$ cat config.mk
export PLATFORM = sky130hd
export DESIGN_NAME = power_up_dependency_sequencer_core_flat
export DESIGN_NICKNAME = d
export VERILOG_FILES = /design/src/rtl/pusq_pkg.sv /design/src/rtl/pusq_if.sv /design/src/rtl/power_up_dependency_sequencer_core.sv /design/src/rtl/pusq_csr.sv /design/src/rtl/pusq_state.sv /design/src/flat_wrapper.sv
export SDC_FILE = /design/constraint.sdc
export NUM_CORES = 1
export LEC_CHECK = 0
export BUFFER_PORTS_ARGS = -buffer_cell sky130_fd_sc_hd__buf_4
export CAP_MARGIN = 20
export CORE_MARGIN = 8
export CORE_UTILIZATION = 50
export CTS_BUF_LIST = sky130_fd_sc_hd__clkbuf_4 sky130_fd_sc_hd__clkbuf_8
export CTS_CLUSTER_SIZE = 8
export DETAILED_ROUTE_END_ITERATION = 6
export PLACE_DENSITY = 0.69
export SYNTH_ARGS = -nofsm -noshare
export SYNTH_HDL_FRONTEND = slang
export SYNTH_HIERARCHICAL = 1
export SYNTH_SLANG_ARGS = --single-unit
$ cat constraint.sdc
create_clock -name clock -period 4.5 [get_ports clock]
set_clock_uncertainty 0.1 [all_clocks]
set_input_delay 0.45 -clock clock [delete_from_list [all_inputs] [get_ports clock]]
set_output_delay 0.45 -clock clock [all_outputs]
set_load 0.1 [all_outputs]
$ cat src/rtl/pusq_pkg.sv
package pusq_pkg;

   localparam int unsigned NUM_SUBSYS = 9;

   // command codes
   localparam logic [3:0] CMD_ADC       = 4'd0;
   localparam logic [3:0] CMD_SOC       = 4'd1;
   localparam logic [3:0] CMD_BALANCE   = 4'd2;
   localparam logic [3:0] CMD_PROTECT   = 4'd3;
   localparam logic [3:0] CMD_MOS       = 4'd4;
   localparam logic [3:0] CMD_RELAY     = 4'd5;
   localparam logic [3:0] CMD_CAN       = 4'd6;
   localparam logic [3:0] CMD_COOL      = 4'd7;
   localparam logic [3:0] CMD_HEAT      = 4'd8;
   localparam logic [3:0] CMD_REINIT    = 4'd9;
   localparam logic [3:0] CMD_SOC_DONE  = 4'd10;
   localparam logic [3:0] CMD_COOL_DONE = 4'd11;
   localparam logic [3:0] CMD_HEAT_DONE = 4'd12;

   // pending bit positions
   localparam int unsigned BIT_ADC     = 0;
   localparam int unsigned BIT_SOC     = 1;
   localparam int unsigned BIT_BALANCE = 2;
   localparam int unsigned BIT_PROTECT = 3;
   localparam int unsigned BIT_MOS     = 4;
   localparam int unsigned BIT_RELAY   = 5;
   localparam int unsigned BIT_CAN     = 6;
   localparam int unsigned BIT_COOL    = 7;
   localparam int unsigned BIT_HEAT    = 8;

   // register indexes
   localparam logic [2:0] REG_ADC_SETTLE     = 3'd0;
   localparam logic [2:0] REG_PROTECT_SETTLE = 3'd1;
   localparam logic [2:0] REG_SWITCH_SETTLE  = 3'd2;
   localparam logic [2:0] REG_EN_BALANCE     = 3'd3;
   localparam logic [2:0] REG_EN_HEAT        = 3'd4;
   localparam logic [2:0] REG_EN_COOL        = 3'd5;
   localparam logic [2:0] REG_EN_SWITCHING   = 3'd6;

   localparam int unsigned CSR_INDEX_W = 3;
   localparam int unsigned CSR_DATA_W  = 16;

   typedef struct packed {
      logic [15:0] adc_settle_ticks;
      logic [15:0] protect_settle_ticks;
      logic [7:0]  switch_settle_ticks;
      logic        enable_balance;
      logic        enable_heat;
      logic        enable_cool;
      logic        enable_switching;
   } cfg_type;

   localparam cfg_type CFG_RESET = '{
      adc_settle_ticks:     16'd50,
      protect_settle_ticks: 16'd2,
      switch_settle_ticks:  8'd3,
      enable_balance:       1'b1,
      enable_heat:          1'b0,
      enable_cool:          1'b0,
      enable_switching:     1'b1
   };

   typedef struct packed {
      logic [3:0] cmd;
      logic       tick_adc_protect;
      logic       tick_mos;
      logic       tick_relay;
   } item_type;

   typedef struct packed {
      logic                  may_proceed;
      logic                  system_starting;
      logic [NUM_SUBSYS-1:0] pending_mask;
   } result_type;

   function automatic logic [NUM_SUBSYS-1:0] load_flags(cfg_type cfg);
      logic [NUM_SUBSYS-1:0] f;
      f = '1;
      f[BIT_BALANCE] = cfg.enable_balance;
      f[BIT_HEAT]    = cfg.enable_heat;
      f[BIT_COOL]    = cfg.enable_cool;
      f[BIT_MOS]     = cfg.enable_switching;
      f[BIT_RELAY]   = cfg.enable_switching;
      return f;
   endfunction

endpackage

$ cat src/rtl/pusq_if.sv
interface pusq_req_if;
   logic       valid;
   logic       ready;
   logic [3:0] cmd;
   logic       tick_adc_protect;
   logic       tick_mos;
   logic       tick_relay;
   modport source (output valid, cmd, tick_adc_protect, tick_mos, tick_relay, input ready);
   modport sink   (input valid, cmd, tick_adc_protect, tick_mos, tick_relay, output ready);
endinterface

interface pusq_rsp_if;
   logic                            valid;
   logic                            ready;
   logic                            may_proceed;
   logic                            system_starting;
   logic [pusq_pkg::NUM_SUBSYS-1:0] pending_mask;
   modport source (output valid, may_proceed, system_starting, pending_mask, input ready);
   modport sink   (input valid, may_proceed, system_starting, pending_mask, output ready);
endinterface

interface pusq_csr_if;
   logic                             valid;
   logic                             ready;
   logic [pusq_pkg::CSR_INDEX_W-1:0] index;
   logic [pusq_pkg::CSR_DATA_W-1:0]  data;
   modport source (output valid, index, data, input ready);
   modport sink   (input valid, index, data, output ready);
endinterface

$ cat src/rtl/power_up_dependency_sequencer_core.sv
// Power-up dependency sequencer.
// req_bus carries one poll or command per beat (cmd plus three 10 ms tick
// flags). rsp_bus returns exactly one beat per request: may_proceed, the
// system-starting flag and the pending mask after the request took effect.
// csr_bus writes the settle thresholds and enable bits; it is always ready.
// Enable changes only reach the pending flags on reinit.
// Requests pass through an input register and a response register.
// Throughput: one request per cycle while the receiver takes responses;
// the flag/counter update is a single pass of logic between the two.
// When the receiver stalls, the response register holds its beat and the
// input register keeps one more request, after which req_bus.ready drops.
// Reset (synchronous, active high) restores default thresholds and
// enables, loads the pending flags from those defaults, sets the
// system-starting flag, zeroes the counters and empties both registers.
module power_up_dependency_sequencer_core (
   input  logic      clock,
   input  logic      reset,
   pusq_req_if.sink  req_bus,
   pusq_rsp_if.source rsp_bus,
   pusq_csr_if.sink  csr_bus
);

   pusq_pkg::cfg_type    cfg;
   pusq_pkg::item_type   item_ff;
   pusq_pkg::result_type step_res;
   pusq_pkg::result_type res_ff;
   logic                 s1_valid_ff, s2_valid_ff;
   logic                 advance;

   assign advance       = s1_valid_ff && (!s2_valid_ff || rsp_bus.ready);
   assign req_bus.ready = !s1_valid_ff || advance;

   always_ff @(posedge clock) begin
      if (reset) begin
         s1_valid_ff <= 1'b0;
         s2_valid_ff <= 1'b0;
      end else begin
         if (req_bus.ready) s1_valid_ff <= req_bus.valid;
         if (advance) s2_valid_ff <= 1'b1;
         else if (rsp_bus.ready) s2_valid_ff <= 1'b0;
      end
   end

   always_ff @(posedge clock) begin
      if (req_bus.ready && req_bus.valid) begin
         item_ff.cmd              <= req_bus.cmd;
         item_ff.tick_adc_protect <= req_bus.tick_adc_protect;
         item_ff.tick_mos         <= req_bus.tick_mos;
         item_ff.tick_relay       <= req_bus.tick_relay;
      end
      if (advance) res_ff <= step_res;
   end

   pusq_csr u_csr (
      .clock   (clock),
      .reset   (reset),
      .csr_bus (csr_bus),
      .cfg     (cfg)
   );

   pusq_state u_state (
      .clock   (clock),
      .reset   (reset),
      .cfg     (cfg),
      .step_en (advance),
      .item    (item_ff),
      .result  (step_res)
   );

   assign rsp_bus.valid           = s2_valid_ff;
   assign rsp_bus.may_proceed     = res_ff.may_proceed;
   assign rsp_bus.system_starting = res_ff.system_starting;
   assign rsp_bus.pending_mask    = res_ff.pending_mask;

endmodule

$ cat src/rtl/pusq_csr.sv
module pusq_csr (
   input  logic              clock,
   input  logic              reset,
   pusq_csr_if.sink          csr_bus,
   output pusq_pkg::cfg_type cfg
);

   pusq_pkg::cfg_type cfg_ff, cfg_in;

   assign csr_bus.ready = 1'b1;

   always_comb begin
      cfg_in = cfg_ff;
      if (csr_bus.valid) begin
         unique case (csr_bus.index)
            pusq_pkg::REG_ADC_SETTLE:     cfg_in.adc_settle_ticks     = csr_bus.data;
            pusq_pkg::REG_PROTECT_SETTLE: cfg_in.protect_settle_ticks = csr_bus.data;
            pusq_pkg::REG_SWITCH_SETTLE:  cfg_in.switch_settle_ticks  = csr_bus.data[7:0];
            pusq_pkg::REG_EN_BALANCE:     cfg_in.enable_balance       = csr_bus.data[0];
            pusq_pkg::REG_EN_HEAT:        cfg_in.enable_heat          = csr_bus.data[0];
            pusq_pkg::REG_EN_COOL:        cfg_in.enable_cool          = csr_bus.data[0];
            pusq_pkg::REG_EN_SWITCHING:   cfg_in.enable_switching     = csr_bus.data[0];
            default: ;
         endcase
      end
   end

   always_ff @(posedge clock) begin
      if (reset) begin
         cfg_ff <= pusq_pkg::CFG_RESET;
      end else begin
         cfg_ff <= cfg_in;
      end
   end

   assign cfg = cfg_ff;

endmodule

$ cat src/rtl/pusq_state.sv
module pusq_state (
   input  logic                 clock,
   input  logic                 reset,
   input  pusq_pkg::cfg_type    cfg,
   input  logic                 step_en,
   input  pusq_pkg::item_type   item,
   output pusq_pkg::result_type result
);

   logic [pusq_pkg::NUM_SUBSYS-1:0] pend_ff, pend_in;
   logic [15:0] adc_cnt_ff, adc_cnt_in;
   logic [15:0] prot_cnt_ff, prot_cnt_in;
   logic [7:0]  mos_cnt_ff, mos_cnt_in;
   logic [7:0]  rly_cnt_ff, rly_cnt_in;
   logic        start_ff, start_in;
   logic        ok;

   logic [16:0] adc_inc, prot_inc;
   logic [8:0]  mos_inc, rly_inc;
   logic        adc_hit, prot_hit, mos_hit, rly_hit;
   logic        switch_gate;

   assign adc_inc  = {1'b0, adc_cnt_ff} + 17'd1;
   assign prot_inc = {1'b0, prot_cnt_ff} + 17'd1;
   assign mos_inc  = {1'b0, mos_cnt_ff} + 9'd1;
   assign rly_inc  = {1'b0, rly_cnt_ff} + 9'd1;
   assign adc_hit  = adc_inc >= {1'b0, cfg.adc_settle_ticks};
   assign prot_hit = prot_inc >= {1'b0, cfg.protect_settle_ticks};
   assign mos_hit  = mos_inc >= {1'b0, cfg.switch_settle_ticks};
   assign rly_hit  = rly_inc >= {1'b0, cfg.switch_settle_ticks};

   assign switch_gate = !pend_ff[pusq_pkg::BIT_PROTECT] && !pend_ff[pusq_pkg::BIT_COOL] &&
                        !pend_ff[pusq_pkg::BIT_HEAT];

   always_comb begin
      pend_in     = pend_ff;
      adc_cnt_in  = adc_cnt_ff;
      prot_cnt_in = prot_cnt_ff;
      mos_cnt_in  = mos_cnt_ff;
      rly_cnt_in  = rly_cnt_ff;
      start_in    = start_ff;
      ok          = 1'b0;
      // a poll of a subsystem already done just answers 1
      if (item.cmd <= pusq_pkg::CMD_HEAT && !pend_ff[item.cmd]) begin
         ok = 1'b1;
      end else begin
         unique case (item.cmd) inside
            pusq_pkg::CMD_ADC: begin
               if (item.tick_adc_protect) begin
                  if (adc_hit) begin
                     adc_cnt_in = '0;
                     pend_in[pusq_pkg::BIT_ADC] = 1'b0;
                  end else begin
                     adc_cnt_in = adc_inc[15:0];
                  end
               end
            end
            pusq_pkg::CMD_SOC: ok = !pend_ff[pusq_pkg::BIT_ADC];
            pusq_pkg::CMD_BALANCE: begin
               if (!pend_ff[pusq_pkg::BIT_ADC]) pend_in[pusq_pkg::BIT_BALANCE] = 1'b0;
            end
            pusq_pkg::CMD_PROTECT: begin
               if (!pend_ff[pusq_pkg::BIT_ADC] && !pend_ff[pusq_pkg::BIT_SOC]) begin
                  ok = 1'b1;
                  if (item.tick_adc_protect) begin
                     if (prot_hit) begin
                        prot_cnt_in = '0;
                        pend_in[pusq_pkg::BIT_PROTECT] = 1'b0;
                     end else begin
                        prot_cnt_in = prot_inc[15:0];
                     end
                  end
               end
            end
            pusq_pkg::CMD_MOS: begin
               if (switch_gate && item.tick_mos) begin
                  if (mos_hit) begin
                     mos_cnt_in = '0;
                     pend_in[pusq_pkg::BIT_MOS] = 1'b0;
                     start_in = 1'b0;
                  end else begin
                     mos_cnt_in = mos_inc[7:0];
                  end
               end
            end
            pusq_pkg::CMD_RELAY: begin
               if (switch_gate && item.tick_relay) begin
                  if (rly_hit) begin
                     rly_cnt_in = '0;
                     pend_in[pusq_pkg::BIT_RELAY] = 1'b0;
                     start_in = 1'b0;
                  end else begin
                     rly_cnt_in = rly_inc[7:0];
                  end
               end
            end
            pusq_pkg::CMD_CAN: begin
               if (!pend_ff[pusq_pkg::BIT_MOS] || !pend_ff[pusq_pkg::BIT_RELAY])
                  pend_in[pusq_pkg::BIT_CAN] = 1'b0;
            end
            pusq_pkg::CMD_COOL, pusq_pkg::CMD_HEAT: ok = 1'b1;
            pusq_pkg::CMD_REINIT: begin
               pend_in  = pusq_pkg::load_flags(cfg);
               start_in = 1'b1;
            end
            pusq_pkg::CMD_SOC_DONE: begin
               pend_in[pusq_pkg::BIT_SOC] = 1'b0;
               ok = 1'b1;
            end
            pusq_pkg::CMD_COOL_DONE: begin
               pend_in[pusq_pkg::BIT_COOL] = 1'b0;
               ok = 1'b1;
            end
            pusq_pkg::CMD_HEAT_DONE: begin
               pend_in[pusq_pkg::BIT_HEAT] = 1'b0;
               ok = 1'b1;
            end
            default: ;
         endcase
      end
   end

   always_ff @(posedge clock) begin
      if (reset) begin
         pend_ff     <= pusq_pkg::load_flags(pusq_pkg::CFG_RESET);
         adc_cnt_ff  <= '0;
         prot_cnt_ff <= '0;
         mos_cnt_ff  <= '0;
         rly_cnt_ff  <= '0;
         start_ff    <= 1'b1;
      end else if (step_en) begin
         pend_ff     <= pend_in;
         adc_cnt_ff  <= adc_cnt_in;
         prot_cnt_ff <= prot_cnt_in;
         mos_cnt_ff  <= mos_cnt_in;
         rly_cnt_ff  <= rly_cnt_in;
         start_ff    <= start_in;
      end
   end

   assign result.may_proceed     = ok;
   assign result.system_starting = start_in;
   assign result.pending_mask    = pend_in;

endmodule
$ cat src/flat_wrapper.sv
// flat-port wrapper written by rule: the top's interface ports become plain ports
module power_up_dependency_sequencer_core_flat 
  (clock, reset, req_bus_valid, req_bus_cmd, req_bus_tick_adc_protect, req_bus_tick_mos, req_bus_tick_relay, req_bus_ready, rsp_bus_valid, rsp_bus_may_proceed, rsp_bus_system_starting, rsp_bus_pending_mask, rsp_bus_ready, csr_bus_valid, csr_bus_index, csr_bus_data, csr_bus_ready);
  pusq_req_if req_bus_i ();
  pusq_rsp_if rsp_bus_i ();
  pusq_csr_if csr_bus_i ();
  input  logic clock;
  input  logic reset;
  input wire logic [$bits(req_bus_i.valid)-1:0] req_bus_valid;
  input wire logic [$bits(req_bus_i.cmd)-1:0] req_bus_cmd;
  input wire logic [$bits(req_bus_i.tick_adc_protect)-1:0] req_bus_tick_adc_protect;
  input wire logic [$bits(req_bus_i.tick_mos)-1:0] req_bus_tick_mos;
  input wire logic [$bits(req_bus_i.tick_relay)-1:0] req_bus_tick_relay;
  output wire logic [$bits(req_bus_i.ready)-1:0] req_bus_ready;
  output wire logic [$bits(rsp_bus_i.valid)-1:0] rsp_bus_valid;
  output wire logic [$bits(rsp_bus_i.may_proceed)-1:0] rsp_bus_may_proceed;
  output wire logic [$bits(rsp_bus_i.system_starting)-1:0] rsp_bus_system_starting;
  output wire logic [$bits(rsp_bus_i.pending_mask)-1:0] rsp_bus_pending_mask;
  input wire logic [$bits(rsp_bus_i.ready)-1:0] rsp_bus_ready;
  input wire logic [$bits(csr_bus_i.valid)-1:0] csr_bus_valid;
  input wire logic [$bits(csr_bus_i.index)-1:0] csr_bus_index;
  input wire logic [$bits(csr_bus_i.data)-1:0] csr_bus_data;
  output wire logic [$bits(csr_bus_i.ready)-1:0] csr_bus_ready;
  assign req_bus_i.valid = req_bus_valid;
  assign req_bus_i.cmd = req_bus_cmd;
  assign req_bus_i.tick_adc_protect = req_bus_tick_adc_protect;
  assign req_bus_i.tick_mos = req_bus_tick_mos;
  assign req_bus_i.tick_relay = req_bus_tick_relay;
  assign req_bus_ready = req_bus_i.ready;
  assign rsp_bus_valid = rsp_bus_i.valid;
  assign rsp_bus_may_proceed = rsp_bus_i.may_proceed;
  assign rsp_bus_system_starting = rsp_bus_i.system_starting;
  assign rsp_bus_pending_mask = rsp_bus_i.pending_mask;
  assign rsp_bus_i.ready = rsp_bus_ready;
  assign csr_bus_i.valid = csr_bus_valid;
  assign csr_bus_i.index = csr_bus_index;
  assign csr_bus_i.data = csr_bus_data;
  assign csr_bus_ready = csr_bus_i.ready;
  power_up_dependency_sequencer_core u_core (.clock(clock), .reset(reset), .req_bus(req_bus_i), .rsp_bus(rsp_bus_i), .csr_bus(csr_bus_i));
endmodule
Yosys cells after proc, flatten, opt, wreduce, memory -nomap -nowiden
Cells that the tools add are included.
- flip-flop bits (word level): 122
- latch bits: 0
- RAM bits: 0
- memory bits (read-only): 0
- input port bits: 31
- output and inout port bits: 14
- logic and storage cells: 124
- memories: 0
- add/subtract/negate cells: 4
- multiply operators: 0
- divide/modulo/power cells: 0
- $lt $le $gt $ge: 6
- eq/ne operators: 18
- shift operators: 0
- multiplexer cells: 37
- bitwise logic cells: 1
- reductions and logical operators: 36
- operators by type and width (kind ; count):
    adder 16 x 1 -> 17 bit (second input constant) ; 2
    >= comparator 17 x 16 -> 1 bit ; 2
    two-way mux 16 bit ; 2
    equality test 4 bit (second input constant) ; 5
    two-way mux 1 bit ; 20
    adder 8 x 1 -> 9 bit (second input constant) ; 2
    >= comparator 9 x 8 -> 1 bit ; 2
    case mux 1 bit (2 select lines) ; 9
    equality test 4 x 3 -> 1 bit (second input constant) ; 4
    two-way mux 8 bit ; 2
    AND reduction 2 bit ; 7
    AND reduction 4 bit ; 3
    zero test 1 bit ; 10
    equality test 3 bit (second input constant) ; 3
    two-way mux 9 bit ; 1
    equality test 4 x 2 -> 1 bit (second input constant) ; 2
    logical AND 1 bit ; 8
    equality test 3 x 2 -> 1 bit (second input constant) ; 2
    case mux 1 bit (3 select lines) ; 2
    less-than comparator 4 x 5 -> 1 bit (second input constant) ; 1
    AND reduction 5 bit ; 1
    OR reduction 5 bit ; 1
    binary-select mux 1 bit (select 4 bit) ; 1
    equality test 4 x 1 -> 1 bit (second input constant) ; 1
    other kinds (7) ; 9

Depth between registers and ports, before layout
- word-level depth: 7
- mapped depth: 15
- mapped depth without buffers: 12

Hierarchy
Netlist, hierarchy kept.
- by module, submodules not included (module ; times used ; cells an instance ; area each (um^2) ; sequential area each (um^2)):
    pusq_state ; 1 ; 650 ; 5056.1 ; 1161.1
    pusq_csr ; 1 ; 173 ; 1839.3 ; 880.8
    power_up_dependency_sequencer_core ; 1 ; 28 ; 644.4 ; 580.6

Worst setup path before layout
No wires, ideal clock.
- path type: reg-to-reg
- from: register u_core.u_state.prot_cnt_ff[0]
- to: register u_core.u_state.prot_cnt_ff[14]
- setup time: 0.070 ns
- arrival: 3.170 ns
- data required time: 4.330 ns
- path slack: 1.160 ns
- cell stages (with the launch flop): 15
- path buffers: 3
- clock period less this slack: 3.340 ns
- cell sequence: dfxtp_1 -> ha_1 -> and3_1 -> clkbuf_1 -> and4_1 -> and3_1 -> xor2_1 -> ha_1 -> a2111o_1 -> a221oi_1 -> a22o_1 -> buf_2 -> buf_2 -> o211ai_1 -> a21oi_1
- longest elaborated chain between the ends: 3
- ends and longest elaborated chain (item ; line ; RTL):
    from (decl) ; pusq_state.sv:12 ; logic [15:0] prot_cnt_ff, prot_cnt_in;
    from (signal assigned) ; pusq_state.sv:134 ; prot_cnt_ff <= prot_cnt_in;
    adder 16 x 1 -> 17 bit (*) ; pusq_state.sv:24 ; assign prot_inc = {1'b0, prot_cnt_ff} + 17'd1;
    >= comparator 17 x 16 -> 1 bit ; pusq_state.sv:28 ; assign prot_hit = prot_inc >= {1'b0, cfg.protect_settle_ticks};
    two-way mux 16 bit (*) ; pusq_state.sv:66 ; if (prot_hit) begin
Mark *: on every way between the ends. The rest lies on a longest branch, timed or not.
A chain may end at the register's enable or synchronous reset.

Worst setup path after layout
- from: register u_core.u_state.prot_cnt_ff[0]
- to: register u_core.u_state.prot_cnt_ff[6]
The elaborated chain is that of the path after synthesis.

==> metrics.csv <==
stage;metric;value;unit
global_route;grt_pass1_wl;28400;um
cells_and_area;fill_cells;1376;
worst_setup_path;reg2reg_to;u_core/u_state/prot_cnt_ff[6];
pwr;p_switching;682;uW
timing;holdWs;0.0786;ns
die;start_util;50.3;%
clock_network;post_cts_resize_count;0;
pwr;p_int;1780;uW
place;dp_hpwl;11900;um
outcome;outcome;finished, final reports clean;
worst_setup_path;cp_num_buf_inv;1;
pwr;pwr-share-seq;47.1;%
worst_setup_path;cp-startpoint;u_core/u_state/prot_cnt_ff[0];
worst_setup_path;crit_slowest_cell;dfxtp_1;
drt;routed_wl;16900;um
synthesis;synth_seq_cells;122;
drt;ant_nets;0;
worst_setup_path;path_cells;ha_1 -> and3_1 -> and4_1 -> and3_1 -> xor2_1 -> ha_1 -> a2111o_1 -> a221oi_1 -> a22o_1 -> buf_4 -> nand4_1 -> a21oi_1;
pwr;p_sw_share;27.7;%
synthesis;synthTopCellsByArea;dfxtp_1, ha_1, edfxtp_1, mux2i_1, nand2b_1;
die;fp.dieW;139;um
timing;worst_slew_pin_slew;0.730;ns
drt;num_vias;6031;
worst_setup_path;arrival;3.96;ns
pwr;powerDensity;297;nW/um^2
clock_network;clk_pin_slew;0.08;ns
timing;fin_tns_setup;0;ns
synthesis;synth-edff-count;18;
timing;fin_crit;3.70;ns
clock_network;clock_latency;0.44;ns
global_route;overflow;0;
timing;hold_viol;0;
timing;rsz0062_at_grt;false;
pwr;power.leakage;0.00337;uW
worst_setup_path;reg2regPathDepth;12;
timing;setup_viol;0;
timing;final.period_utilization;82.3;%
worst_setup_path;r2r_slack;0.80;ns
cells_and_area;n_antenna_cell;0;
timing;slew_violations;0;
worst_setup_path;worst_setup_path_end_kind;flop;
die;die_area;19300;sq um
cells_and_area;drive_gt1_share;12.0;%
clock_network;cts_inserted_buffers;17;
die;coreArea;15000;sq um
cells_and_area;syn_to_final_growth;10.1;%
die;die_h;139;um
clock_network;cts_tree;built;
synthesis;yosysMostFrequentCell;dfxtp_1;
global_route;grt_pass1_vias;5724;
worst_setup_path;critPathKind;flop to flop;
clock_network;cts.sink_count;122;
worst_hold_path;hp-class;input port to flop;
clock_network;ctsLongestPathBuffers;2;
worst_setup_path;cp-start-kind;flop;
synthesis;yosys.area.top_type;dfxtp_1;
worst_hold_path;hold_path.startpoint;req_bus_cmd[0];
drt;wire_per_inst;15.8;um
drt;drtIter0Drc;359;
drt;drc;0;
synthesis;yosys_warnings;6;
cells_and_area;multi_input_comb_area;4470;sq um
pwr;ir_worst_vdd;0.242;mV
timing;relSlewSlack;51.2;%
place;io_buffers;43;
worst_hold_path;min_to;u_core/item_ff[3];
worst_setup_path;critPathTopFamily;compound AO/OA/AOI/OAI gates;
synthesis;synth-async-reset-ratio;0;%
drt;viasPerCell;5.65;
flow_run;max_cap_viol_count;0;
die;io_pins;45;
global_route;gr-usage-all-layers;17.7;%
clock_network;h-tree-depth;4;
synthesis;syn-cell-area;7540;sq um
worst_setup_path;path_max_fanout;12;
synthesis;ys_seq_area_share;34.8;%
pwr;pwr-share-comb;11.1;%
place;place_congestion;0.837;
cells_and_area;nets;950;
synthesis;ys.flop_type;dfxtp_1;
worst_setup_path;critPathMaxStageDelay;0.43;ns
synthesis;syn_area_per_cell;8.86;sq um
cells_and_area;ff_latch_area;2620;sq um
global_route;antenna_found_initial;0;
synthesis;netlist_top_cells_count;dfxtp_1, nand2_1, nand2b_1, inv_1, ha_1;
global_route;grt_max_degree;72;
clock_network;post_cts_buffers;0;
synthesis;postSynthCellCount;851;
die;row_count;45;
synthesis;synth_cell_type_count;79;
worst_setup_path;cp.required;4.76;ns
synthesis;synth_top_area_share;27.6;%
clock_network;clock-root-buffer;clkbuf_8;
clock_network;hold_buffers;0;
pwr;power.share.clock;41.9;%
worst_hold_path;hold_depth;1;
worst_setup_path;worstReg2RegStart;u_core/u_state/prot_cnt_ff[0];
timing;max_freq;270;MHz
drt;first_pass_iters;5;
synthesis;syn-num-nets;934;
## power by group through the flow
stage / logic (uW) / registers, uW / clock network (uW)
after CTS: 272 / 1160 / 1060
after global routing: 297 / 1160 / 1100
after detailed placement: 272 / 1180 / 0
final: 273 / 1160 / 1030
after floorplan: 185 / 1190 / 0
after global placement: 269 / 1180 / 0
## routing by layer
metal	part of all wire, %	track usage (%)	up-vias
met5	0	0	-
met4	1.1	6.01	0
met3	2.9	3.92	16
met2	46	28.0	87
met1	50	23.3	2830
li1	-	-	3098
## layout make-up
| type | instances | area share, % |
|---|---|---|
| Sequential cell | 122 | 31.6 |
| Inverter | 54 | 2.44 |
| Multi-Input combinational cell | 623 | 53.8 |
| Clock inverter | 15 | 2.09 |
| Clock buffer | 17 | 2.82 |
| Tap cell | 188 | 2.83 |
| Timing Repair Buffer | 49 | 4.43 |
## flip-flops by register name, summed over array words and instances (netlist names)
name / flops
u_core/u_state/adc_cnt_ff: 16
u_core/u_state/prot_cnt_ff: 16
u_core/u_state/start_ff: 1
u_core/u_state/pend_ff: 9
u_core/rsp_bus.may_proceed: 1
u_core/u_csr/cfg: 44
u_core/rsp_bus.valid: 1
u_core/rsp_bus.pending_mask: 9
u_core/u_state/mos_cnt_ff: 8
u_core/rsp_bus.system_starting: 1
u_core/s1_valid_ff: 1
u_core/item_ff: 7
u_core/u_state/rly_cnt_ff: 8
## worst max-delay path by stage
stage,to,cells after the start
finish,u_core/u_state/prot_cnt_ff[6],12
global route,u_core/u_state/prot_cnt_ff[6],12
CTS,u_core/u_state/prot_cnt_ff[6],12
detailed placement,u_core/u_state/prot_cnt_ff[11],12
global placement,u_core/u_state/prot_cnt_ff[11],12
floorplan,u_core/u_state/prot_cnt_ff[14],14
## metrics by stage
stage          worst slack, ns  cell area, sq um  total power [uW]  instances  util [%]
6_report                 0.797              8300              2460       1068      55.4
5_1_grt                  0.498              8300              2560       1068      55.4
4_1_cts                  0.838              8300              2490       1068      55.4
3_5_place_dp             0.850              7900              1460       1036      52.7
3_3_place_gp             0.942              7900              1450       1036      52.7
2_1_floorplan             1.16              7540              1380        851         -
## logic make-up after synthesis
kind of cell             count (synthesis)  synth area share (%)
other                                    1                0.0497
adder cells (fa/ha/maj)                 52                  8.63
flip-flops                             122                  34.8
buffers and inverters                  106                  6.17
XOR/XNOR                                39                  4.53
AND/OR/NAND/NOR                        328                  25.0
multiplexers                            48                  6.82
AO/OA/AOI/OAI                          155                  14.0
## cells in the final DEF (no fill, tap or decap), types with 5 or more instances in the layout
| master | n |
|---|---|
| a21oi_1 | 50 |
| nor3_1 | 12 |
| o211ai_1 | 7 |
| xor2_1 | 16 |
| o21ai_0 | 26 |
| and3_1 | 17 |
| edfxtp_1 | 18 |
| nand4b_1 | 6 |
| nand4_1 | 32 |
| nand3_1 | 31 |
| inv_1 | 54 |
| clkbuf_8 | 17 |
| and2_1 | 5 |
| or3_1 | 5 |
| a31oi_1 | 13 |
| buf_4 | 49 |
| nor2_1 | 42 |
| xnor2_1 | 23 |
| and4_1 | 8 |
| nor3b_1 | 5 |
| nor2b_1 | 11 |
| nand2b_1 | 58 |
| nand2_1 | 63 |
| ha_1 | 52 |
| a211oi_1 | 9 |
| dfxtp_1 | 104 |
| mux2i_1 | 45 |
| a21o_1 | 6 |
| o31ai_1 | 6 |
No activity file was read; power rests on OpenSTA's default activity.
